`src/rtl/qvdb_pkg.sv`:
```
// Shared constants, command/status structs and helpers for the quantized
// vertex decoder with bounds tracking. No dependencies.
package qvdb_pkg;

   localparam int MAX_VERTS    = 4096;
   localparam int MIN_VERTS    = 3;
   localparam int IDX_W        = $clog2(MAX_VERTS);
   localparam int CNT_W        = 13;
   localparam int NORMAL_COUNT = 162;

   localparam int REQ_DATA_W = 224;
   localparam int RSP_DATA_W = 264;
   localparam int CSR_IDX_W  = 8;
   localparam int CSR_DATA_W = 32;

   // 0.07 as a Q0.24 fraction
   localparam logic [20:0] K_007 = 21'd1174405;
   localparam logic [31:0] RESIZE_RESET = 32'h0001_0000;

   // opcodes carried on req_tuser
   localparam logic [1:0] OPC_HEADER = 2'd0;
   localparam logic [1:0] OPC_VERTEX = 2'd1;
   localparam logic [1:0] OPC_FINISH = 2'd2;

   // result kinds carried on rsp_tuser
   localparam logic [1:0] KIND_VERTEX = 2'd0;
   localparam logic [1:0] KIND_FRAME  = 2'd1;
   localparam logic [1:0] KIND_MODEL  = 2'd2;

   // configuration register indexes
   localparam logic [CSR_IDX_W-1:0] REG_RESIZE = 8'd0;
   localparam logic [CSR_IDX_W-1:0] REG_VCOUNT = 8'd1;

   // datapath step codes, issued in this order for each axis
   localparam int STEP_W = 4;
   localparam logic [STEP_W-1:0] STEP_NONE = 4'd0;
   localparam logic [STEP_W-1:0] STEP_MA   = 4'd1; // byte * resize
   localparam logic [STEP_W-1:0] STEP_MH   = 4'd2; // upper part * scale
   localparam logic [STEP_W-1:0] STEP_ML   = 4'd3; // lower part * scale
   localparam logic [STEP_W-1:0] STEP_SUM  = 4'd4; // add translate, clamp
   localparam logic [STEP_W-1:0] STEP_MK   = 4'd5; // * 0.07
   localparam logic [STEP_W-1:0] STEP_RND  = 4'd6; // sign, round, saturate
   localparam logic [STEP_W-1:0] STEP_SQ   = 4'd7; // square
   localparam logic [STEP_W-1:0] STEP_ACC  = 4'd8; // accumulate length

   localparam int AXIS_W = 2;
   localparam logic [AXIS_W-1:0] AXIS_FIRST = 2'd0;
   localparam logic [AXIS_W-1:0] AXIS_POS   = 2'd1; // the one output axis not negated
   localparam logic [AXIS_W-1:0] AXIS_LAST  = 2'd2;

   typedef struct packed {
      logic              load_hdr;
      logic              load_vtx;
      logic [STEP_W-1:0] step;
      logic [AXIS_W-1:0] axis;
      logic              emit_vtx;
      logic              emit_frame;
      logic              emit_model;
   } qvdb_cmd_type;

   typedef struct packed {
      logic out_free;
      logic frame_end;
   } qvdb_status_type;

   // output axis -> file axis: x takes file axis 1, y axis 2, z axis 0
   function automatic logic [AXIS_W-1:0] file_axis(input logic [AXIS_W-1:0] axis);
      logic [AXIS_W-1:0] fa;
      unique case (axis)
         2'd0:    fa = 2'd1;
         2'd1:    fa = 2'd2;
         default: fa = 2'd0;
      endcase
      return fa;
   endfunction

endpackage

```
`src/rtl/qvdb_ctrl.sv`:
```
// Sequencer of the vertex decoder: takes request beats and steps the
// datapath through the per-axis chain and the result beats. Uses qvdb_pkg.
module qvdb_ctrl import qvdb_pkg::*; (
   input  logic            clock,
   input  logic            reset,
   input  logic            req_tvalid,
   output logic            req_tready,
   input  logic [1:0]      req_tuser,
   input  qvdb_status_type status,
   output qvdb_cmd_type    cmd
);

   localparam logic [2:0] S_IDLE = 3'd0;
   localparam logic [2:0] S_STEP = 3'd1;
   localparam logic [2:0] S_UPD  = 3'd2;
   localparam logic [2:0] S_FB   = 3'd3;
   localparam logic [2:0] S_MB   = 3'd4;

   logic [2:0]        state_ff, state_in;
   logic [STEP_W-1:0] step_ff, step_in;
   logic [AXIS_W-1:0] axis_ff, axis_in;
   logic              accept;

   assign req_tready = state_ff == S_IDLE;
   assign accept     = req_tvalid && req_tready;

   always_comb begin
      state_in = state_ff;
      step_in  = step_ff;
      axis_in  = axis_ff;
      cmd      = '0;
      cmd.step = STEP_NONE;
      cmd.axis = axis_ff;
      unique case (state_ff)
         S_IDLE: begin
            if (accept) begin
               unique case (req_tuser)
                  OPC_HEADER: cmd.load_hdr = 1'b1;
                  OPC_VERTEX: begin
                     cmd.load_vtx = 1'b1;
                     state_in     = S_STEP;
                     step_in      = STEP_MA;
                     axis_in      = AXIS_FIRST;
                  end
                  OPC_FINISH: state_in = S_MB;
                  default: ;  // drop
               endcase
            end
         end
         S_STEP: begin
            cmd.step = step_ff;
            if (step_ff == STEP_ACC) begin
               step_in = STEP_MA;
               if (axis_ff == AXIS_LAST) begin
                  state_in = S_UPD;
               end else begin
                  axis_in = axis_ff + 1'b1;
               end
            end else begin
               step_in = step_ff + 1'b1;
            end
         end
         S_UPD: begin
            // hold until the result register frees up
            if (status.out_free) begin
               cmd.emit_vtx = 1'b1;
               state_in     = status.frame_end ? S_FB : S_IDLE;
            end
         end
         S_FB: begin
            if (status.out_free) begin
               cmd.emit_frame = 1'b1;
               state_in       = S_IDLE;
            end
         end
         S_MB: begin
            if (status.out_free) begin
               cmd.emit_model = 1'b1;
               state_in       = S_IDLE;
            end
         end
         default: state_in = S_IDLE;
      endcase
   end

   always_ff @(posedge clock) begin
      if (reset) begin
         state_ff <= S_IDLE;
         step_ff  <= STEP_MA;
         axis_ff  <= AXIS_FIRST;
      end else begin
         state_ff <= state_in;
         step_ff  <= step_in;
         axis_ff  <= axis_in;
      end
   end

`ifndef NO_ASSERTIONS
   a_frame_follows : assert property (@(posedge clock) disable iff (reset)
      (state_ff == S_UPD && status.out_free && status.frame_end) |=> (state_ff == S_FB))
      else $error("frame bounds beat not scheduled after last vertex");

   a_emit_free : assert property (@(posedge clock) disable iff (reset)
      (cmd.emit_vtx || cmd.emit_frame || cmd.emit_model) |-> status.out_free)
      else $error("result loaded while result register busy");

   a_axis_range : assert property (@(posedge clock) disable iff (reset)
      (state_ff == S_STEP) |-> (axis_ff <= AXIS_LAST))
      else $error("axis counter out of range");

   a_one_cmd : assert property (@(posedge clock) disable iff (reset)
      $onehot0({cmd.load_hdr, cmd.load_vtx, cmd.emit_vtx, cmd.emit_frame, cmd.emit_model}))
      else $error("conflicting datapath commands");
`endif

endmodule
```
`config.mk`:
```
export PLATFORM = sky130hd
export DESIGN_NAME = qvdb_ctrl
export DESIGN_NICKNAME = d
export VERILOG_FILES = /design/src/rtl/qvdb_pkg.sv /design/src/rtl/qvdb_ctrl.sv
export SDC_FILE = /design/constraint.sdc
export NUM_CORES = 1
export LEC_CHECK = 0
export BUFFER_PORTS_ARGS = -buffer_cell sky130_fd_sc_hd__buf_4
export CAP_MARGIN = 20
export CORE_MARGIN = 1
export CORE_UTILIZATION = 45
export CTS_BUF_LIST = sky130_fd_sc_hd__clkbuf_4
export DETAILED_ROUTE_END_ITERATION = 10
export MAX_ROUTING_LAYER = met4
export PLACE_DENSITY = 0.73
export SYNTH_ARGS = -nofsm -noshare
export SYNTH_HDL_FRONTEND = slang
export SYNTH_SLANG_ARGS = --single-unit
```
`constraint.sdc`:
```
create_clock -name clock -period 2.2 [get_ports clock]
set_input_delay 0.22 -clock clock [delete_from_list [all_inputs] [get_ports clock]]
set_output_delay 0.22 -clock clock [all_outputs]
set_load 0.03 [all_outputs]
```
# [Word-level counts from Yosys, hierarchy flattened]
# Index checks and enable logic that the tools add are counted.
# Widths: inputs -> output; s select.
[totals] ff_bits=9 out_inout_bits=12 in_bits=7 word_cells=55
[op_classes] eq_ne=16 reduce_logical=8 mux=26 addsub=2
[op_table] cell="$mux 4" count=4
[op_table] cell="$mux 3" count=5
[op_table] cell="$mux 2" count=7
[op_table] cell="$pmux 3 s4" count=1
[op_table] cell="$ne 2x2->1 const B" count=4
[op_table] cell="$pmux 4 s2" count=1
[op_table] cell="$eq 3x2->1 const B" count=2
[op_table] cell="$mux 1" count=6
[op_table] cell="$ne 2x1->1 const B" count=3
[op_table] cell="$pmux 3 s2" count=1
[op_table] cell="$reduce_and 6->1" count=1
[op_table] cell="$reduce_and 5->1" count=1
[op_table] cell="$add 4x1->4 const B" count=1
[op_table] cell="$eq 2x2->1 const B" count=2
[op_table] cell="$eq 4x4->1 const B" count=1
[op_table] cell="$pmux 2 s2" count=1
[op_table] cell="$eq 3x1->1 const B" count=1
[op_table] cell="$eq 3x3->1 const B" count=1
[op_table] cell="$logic_not 3->1" count=1
[op_table] cell="$ne 3x1->1 const B" count=1
[op_table] cell="$reduce_and 3->1" count=1
[op_table] cell="$add 2x1->2 const B" count=1
[op_table] cell="$eq 2x1->1 const B" count=1
[op_table] cell="$logic_not 2->1" count=1
[op_table] cell="3 further kinds" count=3

# [Depth between registers and ports, before layout]
# Gate-level depths: netlist of run 1.
[depth] word_depth=4 ltp_mapped=6 depth_no_buf=6

# [Worst setup path after synthesis of run 1]
# Ideal clock, no wire load.
[synth_path] kind="register to output" startpoint="register state_ff[1]" endpoint="output port cmd[10] (netlist name)" arrival_time_ns=1.791 setup_slack_ns=0.189 t_required_ns=1.980 n_path_buf=1 stages_incl_launch_ff=5 cell_sequence="dfxtp_1 > clkbuf_1 > nor3_2 > nand2_1 > nor3_1"
[synth_rtl] item="from (decl)" line_no="qvdb_ctrl.sv:19" source="logic [2:0] state_ff, state_in;"
[synth_rtl] item="from (signal assigned)" line_no="qvdb_ctrl.sv:92" source="state_ff <= state_in;"
[synth_rtl] item="to (decl)" line_no="qvdb_ctrl.sv:10" source="output qvdb_cmd_type cmd"

==> results of run 1 <==
stage by stage:
| stage | hold WS (ns) | power [mW] |
|---|---|---|
| after detailed placement | 0.470 | 0.401 |
| after global placement | 0.464 | 0.398 |
| final | 0.183 | 0.546 |
| after floorplan | 0.337 | 0.333 |
| after global routing | 0.185 | 0.577 |
| after CTS | 0.176 | 0.550 |
kinds of logic after synthesis:
family	count (synthesis)
buf+inv	12
mux	1
compound gates	21
simple gates	35
xor+xnor	1
flops	9
fa+ha+maj	3
power by group through the flow:
stage                     Sequential [mW]  Combinational, mW  Clock [mW]
after floorplan                     0.193              0.140           0
after global placement              0.195              0.204           0
after detailed placement            0.196              0.205           0
after CTS                           0.192              0.206       0.152
after global routing                0.195              0.227       0.155
final                               0.192              0.207       0.147
routing by layer:
metal,share of wire,vias up
li1,-,337
met1,0.48,309
met2,0.48,11
met3,0.033,2
met4,0.0081,0
met5,0,-
worst register-to-register path, delay by kind of cell, from the launching register on:
kind	cells	cell delay, ns
and+or+nand+nor	2	1.06
DFF	1	0.41
AOI/OAI and AO/OA	1	0.13
sequential cells by signal, indices dropped and copies added (netlist names):
name      flops
axis_ff       2
state_ff      3
step_ff       4
layout by cell type (no fill, tap or decap), types with 2 or more instances in the layout:
cell type,synthesis,layout
and3_1,2,2
a21oi_1,5,5
o211ai_1,2,2
and3b_1,2,2
nand2_1,5,5
dfxtp_1,9,9
ha_1,3,3
nor2_1,8,8
buf_4,0,20
a22oi_1,2,2
nor3b_1,2,2
clkbuf_4,0,4
o21ai_0,5,5
inv_1,7,7
nor3_1,5,5
and2_1,2,2
or4_1,2,2
how the worst max path moves through the flow:
stage / slack, ns / cells after the start / endpoint
finish: 0.45 / 3 / cmd[0]
global route: 0.37 / 3 / cmd[6]
CTS: 0.44 / 3 / cmd[0]
detailed placement: 0.54 / 3 / axis_ff[0]$_SDFFE_PP0P_
global placement: 0.57 / 3 / axis_ff[1]$_SDFFE_PP0P_
floorplan: 0.19 / 4 / cmd[10]
layout make-up:
type                            instances  area (sq um)  area share
Timing Repair Buffer                   20           150       0.188
Multi-Input combinational cell         61           392       0.491
Tap cell                               15          18.8      0.0235
Clock buffer                            4          30.0      0.0377
Sequential cell                         9           180       0.226
Inverter                                7          26.3      0.0330
==> flow_summary.yaml, run 1 <==
status:
  status: "finished clean"
synth:
  yosys.area_share.simple: 0.322
  synth_edf_count: 0
  synthFlopType: "dfxtp_1"
  ys_types: 34
  synth_top_family_by_area: "simple AND/OR/NAND/NOR gates"
  synthTopCellsByArea: "dfxtp_1, ha_1, nor2_1, inv_1, a21oi_1"
  synth_top_area_cell: "dfxtp_1"
  synthAdderAreaFrac: 0.0600
  synth-seq-cells: 9
  yosysMostFrequentCell: "dfxtp_1"
  syn-mean-instance-area_sq_um: 7.63
  synth_mux_area_frac: 0.0160
  syn_area_sq_um: 626
  yosysSeqAreaShare: 0.288
  ys_top_cells_by_count: "dfxtp_1, nor2_1, inv_1"
  yosysTopAreaCellShare: 0.288
  synth-compound-area-share: 0.214
  synthXorXnorAreaFrac: 0.0140
  synth_fp_nets: 92
  netlist_instances: 82
  yosysWarningCount: 0
  ys_async_sr_fraction: 0
pwr:
  p_int_mw: 0.345
  swShare: 0.368
  ir_drop_mv: 0.387
  powerDensity_nw_per_um2: 685
  pwr-share-clk: 0.269
  sequentialPowerShare: 0.352
  p_comb_frac: 0.379
  leakage_nw: 0.365
  p_switching_mw: 0.201
floorplan:
  row_count: 13
  top_level_ports: 19
  core_sq_um: 1300
  die_w_um: 39.3
  start_util: 0.481
  fp.dieH_um: 39.3
  dieArea_sq_um: 1540
sta:
  fin_crit_sh: 0.795
  finalSetupViolations: 0
  rsz0062_at_grt: "false"
  hold_viol_final: 0
  fin_tns_setup_ns: 0
  tightest_slew_ns: 0.536
  relSlewSlack: 0.640
  fmax_mhz: 572
  skew_ns: 0.00633
  slew_violations: 0
  setup_slack_ns: 0.451
  layout_min_cycle_time_ns: 1.75
setup_path:
  cp_max_fo: 9
  cp_num_buf_inv: 1
  crit_path_end_kind: "output port"
  crit_required_ns: 1.98
  cp_top_family: "simple AND/OR/NAND/NOR gates"
  critPathSlowestCell: "or3b_2"
  r2r-start: "state_ff[1]$_SDFFE_PP0P_"
  rrSetupSlack_ns: 0.53
  r2r_end: "axis_ff[0]$_SDFFE_PP0P_"
  cp-start-kind: "register"
  path_cells: "or3b_2, nor2_1, buf_4"
  slowest_delay_ns: 0.51
  worstPathArrival_ns: 1.53
  crit_type: "register to output port"
  crit_path_start: "state_ff[2]$_SDFFE_PP0P_"
  rr_worst_depth: 3
worst_hold_path:
  holdPathEnd: "axis_ff[1]$_SDFFE_PP0P_"
  hold_class: "input port to register"
  hold_depth: 2
  min_from: "reset"
clock_network:
  tritoncts: "built"
  ctsResizeCount: 0
  cts_buffer_depth: 2
  root_buffer: "clkbuf_4"
  hold_buffers: 0
  clk_pin_slew_ns: 0.07
  cts.sinks: 9
  h-tree-depth: 1
  cts_setup_buffers: 0
  cts_made_buffers: 3
  clk_latency_ns: 0.27
drt:
  routedWlPerCell_um: 12.8
  avgViaCountPerCell: 5.68
  ant_nets: 0
  firstDrtPassIters: 4
  vias: 659
  first_iter_violations: 14
  drc: 0
  postRouteWirelength_um: 1490
layout:
  nets: 112
  stdcell_count: 116
  diodes: 0
  stdcell_area_sq_um: 797
  area_delta_synth_final_pct: 27.4
  drive_gt1_frac: 0.257
  final.fill_count: 134
  post-route-util: 0.613
global_route:
  gr-usage-met2: 0.342
  grt_max_degree: 14
  track_usage: 0.246
  grt_use_met1: 0.332
  grt_pass1_wl_um: 2460
  antenna_found_initial: 0
  grt.met3_usage: 0.0511
  grt_overflow: 0
  first_global_vias: 559
  grt-busiest-layer: "met2"
placed_design:
  place_congestion: 0.776
  placedCellCount: 112
  place_ws_ns: 0.540
  dpl.hpwl_um: 1140
  io_buffers: 18
  placed_area_sq_um: 767
run:
  drv_cap: 0
Note: power is estimated with default switching activity, not from simulation.
==> run 2, diff against run 1 <==
- PLACE_DENSITY: 0.73 -> 0.76
- clock period: 2.2 -> 1.58 ns (I/O delays scaled with it)
==> run 2 against run 1 <==
Setup slack got worse by 0.45 ns. Die area stayed put. Worst hold slack got worse by 0.047 ns. Register-to-register slack got worse by 0.48 ns. Sequential power rose by 39%. Cell count up 10%. Clock power grew 27%. Global-route usage decreased by 0.092 points. Highest routed layer unchanged. Non-clock buffer count is 12 higher.
==> flow_summary.yaml, run 2 (synthesis results as in run 1) <==
status:
  status: "finished clean"
floorplan:
  start_util: 0.481
  die_w_um: 39.3
  top_level_ports: 19
  fp.dieH_um: 39.3
  row_count: 13
  core_sq_um: 1300
  dieArea_sq_um: 1540
global_route:
  grt_pass1_wl_um: 2500
  first_global_vias: 577
  track_usage: 0.245
  grt_max_degree: 10
  grt_overflow: 0
  antenna_found_initial: 0
drt:
  vias: 748
  first_iter_violations: 22
  routedWlPerCell_um: 14.3
  avgViaCountPerCell: 5.84
  ant_nets: 0
  firstDrtPassIters: 4
  drc: 0
  postRouteWirelength_um: 1830
placed_design:
  placedCellCount: 119
  placed_area_sq_um: 831
  dpl.hpwl_um: 1180
  io_buffers: 18
  place_congestion: 0.864
sta:
  tightest_slew_ns: 0.265
  finalSetupViolations: 0
  hold_viol_final: 0
  layout_min_cycle_time_ns: 1.58
  fin_crit_sh: 0.999
  fmax_mhz: 634
  rsz0062_at_grt: "true"
  slew_violations: 0
  fin_tns_setup_ns: 0
  relSlewSlack: 0.822
  skew_ns: 0.00425
pwr:
  powerDensity_nw_per_um2: 915
  ir_drop_mv: 0.618
  leakage_nw: 0.440
  power_mw: 0.879
setup_path:
  cp-start-kind: "register"
  cp_top_family: "buffers and inverters"
  path_cells: "buf_6, nor3_4, buf_6, nand2_2, nor3_2, buf_4"
  crit_path_end_kind: "output port"
  critPathSlowestCell: "dfxtp_4"
  cp_common_cell: "buf_6"
  crit_required_ns: 1.42
  cp_num_buf_inv: 3
  slowest_delay_ns: 0.36
  crit_type: "register to output port"
  cp_max_fo: 7
  worstPathArrival_ns: 1.42
clock_network:
  cts_buffer_depth: 2
  hold_buffers: 0
  cts_made_buffers: 3
  tritoncts: "built"
  clk_pin_slew_ns: 0.06
  h-tree-depth: 1
  root_buffer: "clkbuf_4"
  cts.sinks: 9
  clk_latency_ns: 0.26
layout:
  mostFrequentLayoutCells: "buf_4, inv_1, dfxtp_1, buf_6"
  largest_registers: "step_ff: 4 flops, state_ff: 3 flops, axis_ff: 2 flops"
  final.fill_count: 99
  top_register: "step_ff"
  stdcell_area_sq_um: 961
  nets: 124
  diodes: 0
  drive_gt1_frac: 0.442
  area_delta_synth_final_pct: 53.6
  final_common_cell: "buf_4"
  stdcell_count: 128
  largest_reg_flops: 4
run:
  drv_cap: 0
worst_hold_path:
  hold_class: "input port to register"
## run 2: cell count changes in the layout (fill, tap and decap cells not counted), sizes merged
cell,change
buf,+12
## run 2: per-stage QoR
stage          utilization  hold WS [ns]  setup WS [ns]
3_5_place_dp         0.638         0.403         0.0433
2_1_floorplan            -         0.275        -0.0455
5_1_grt              0.738         0.131        -0.0418
3_3_place_gp         0.638         0.403         0.0916
6_report             0.738         0.136        0.00161
4_1_cts              0.688         0.127      -0.000516
## run 2: worst reg2reg max path: cells and delay by family, from the launching register on
kind            cells  cell delay, ns
buf+inv             4            0.47
flops               1            0.36
mux                 1            0.22
simple gates        1            0.21
compound gates      2            0.19
## run 2: layout make-up
cell class	instances	area (sq um)	area share
multi-input cells	61	437	0.454
repair buffers	32	263	0.273
flip-flops and latches	9	186	0.194
clock buffers	4	30.0	0.0312
inverters	7	26.3	0.0273
well taps	15	18.8	0.0195
## run 2: timing repair
item                                    4_1_cts  5_1_grt
hold endpoints to repair                      0        0
endpoints found under the setup margin        4        6
buffers inserted                              2        3
pin swaps                                     2        2
resized for setup                             8       13
## run 2: report_power, final
group          switching (mW)  leakage (nW)  internal [mW]
clock network          0.0727        0.0184          0.114
logic                   0.219         0.347          0.206
registers              0.0197        0.0747          0.248
## run 2: final timing paths
| check | from | slack, ns | depth (start not counted) | to |
|---|---|---|---|---|
| max | state_ff[2]$_SDFFE_PP0P_ | 0.002 | 6 | cmd[10] |
| min | status[1] | 0.14 | 2 | state_ff[2]$_SDFFE_PP0P_ |
| max reg2reg | state_ff[2]$_SDFFE_PP0P_ | 0.05 | 8 | state_ff[0]$_SDFFE_PP0P_ |
| min reg2reg | state_ff[2]$_SDFFE_PP0P_ | 0.49 | 1 | state_ff[1]$_SDFFE_PP0P_ |
## run 2: layer usage
| layer | vias to the layer above | wire length (um) | share of wire | track usage |
|---|---|---|---|---|
| met1 | 366 | 863 | 0.47 | 0.323 |
| met5 | - | 0 | 0 | - |
| met3 | 2 | 94 | 0.052 | 0.0852 |
| met4 | 0 | 12 | 0.0066 | 0 |
| li1 | 360 | - | - | - |
| met2 | 20 | 854 | 0.47 | 0.388 |
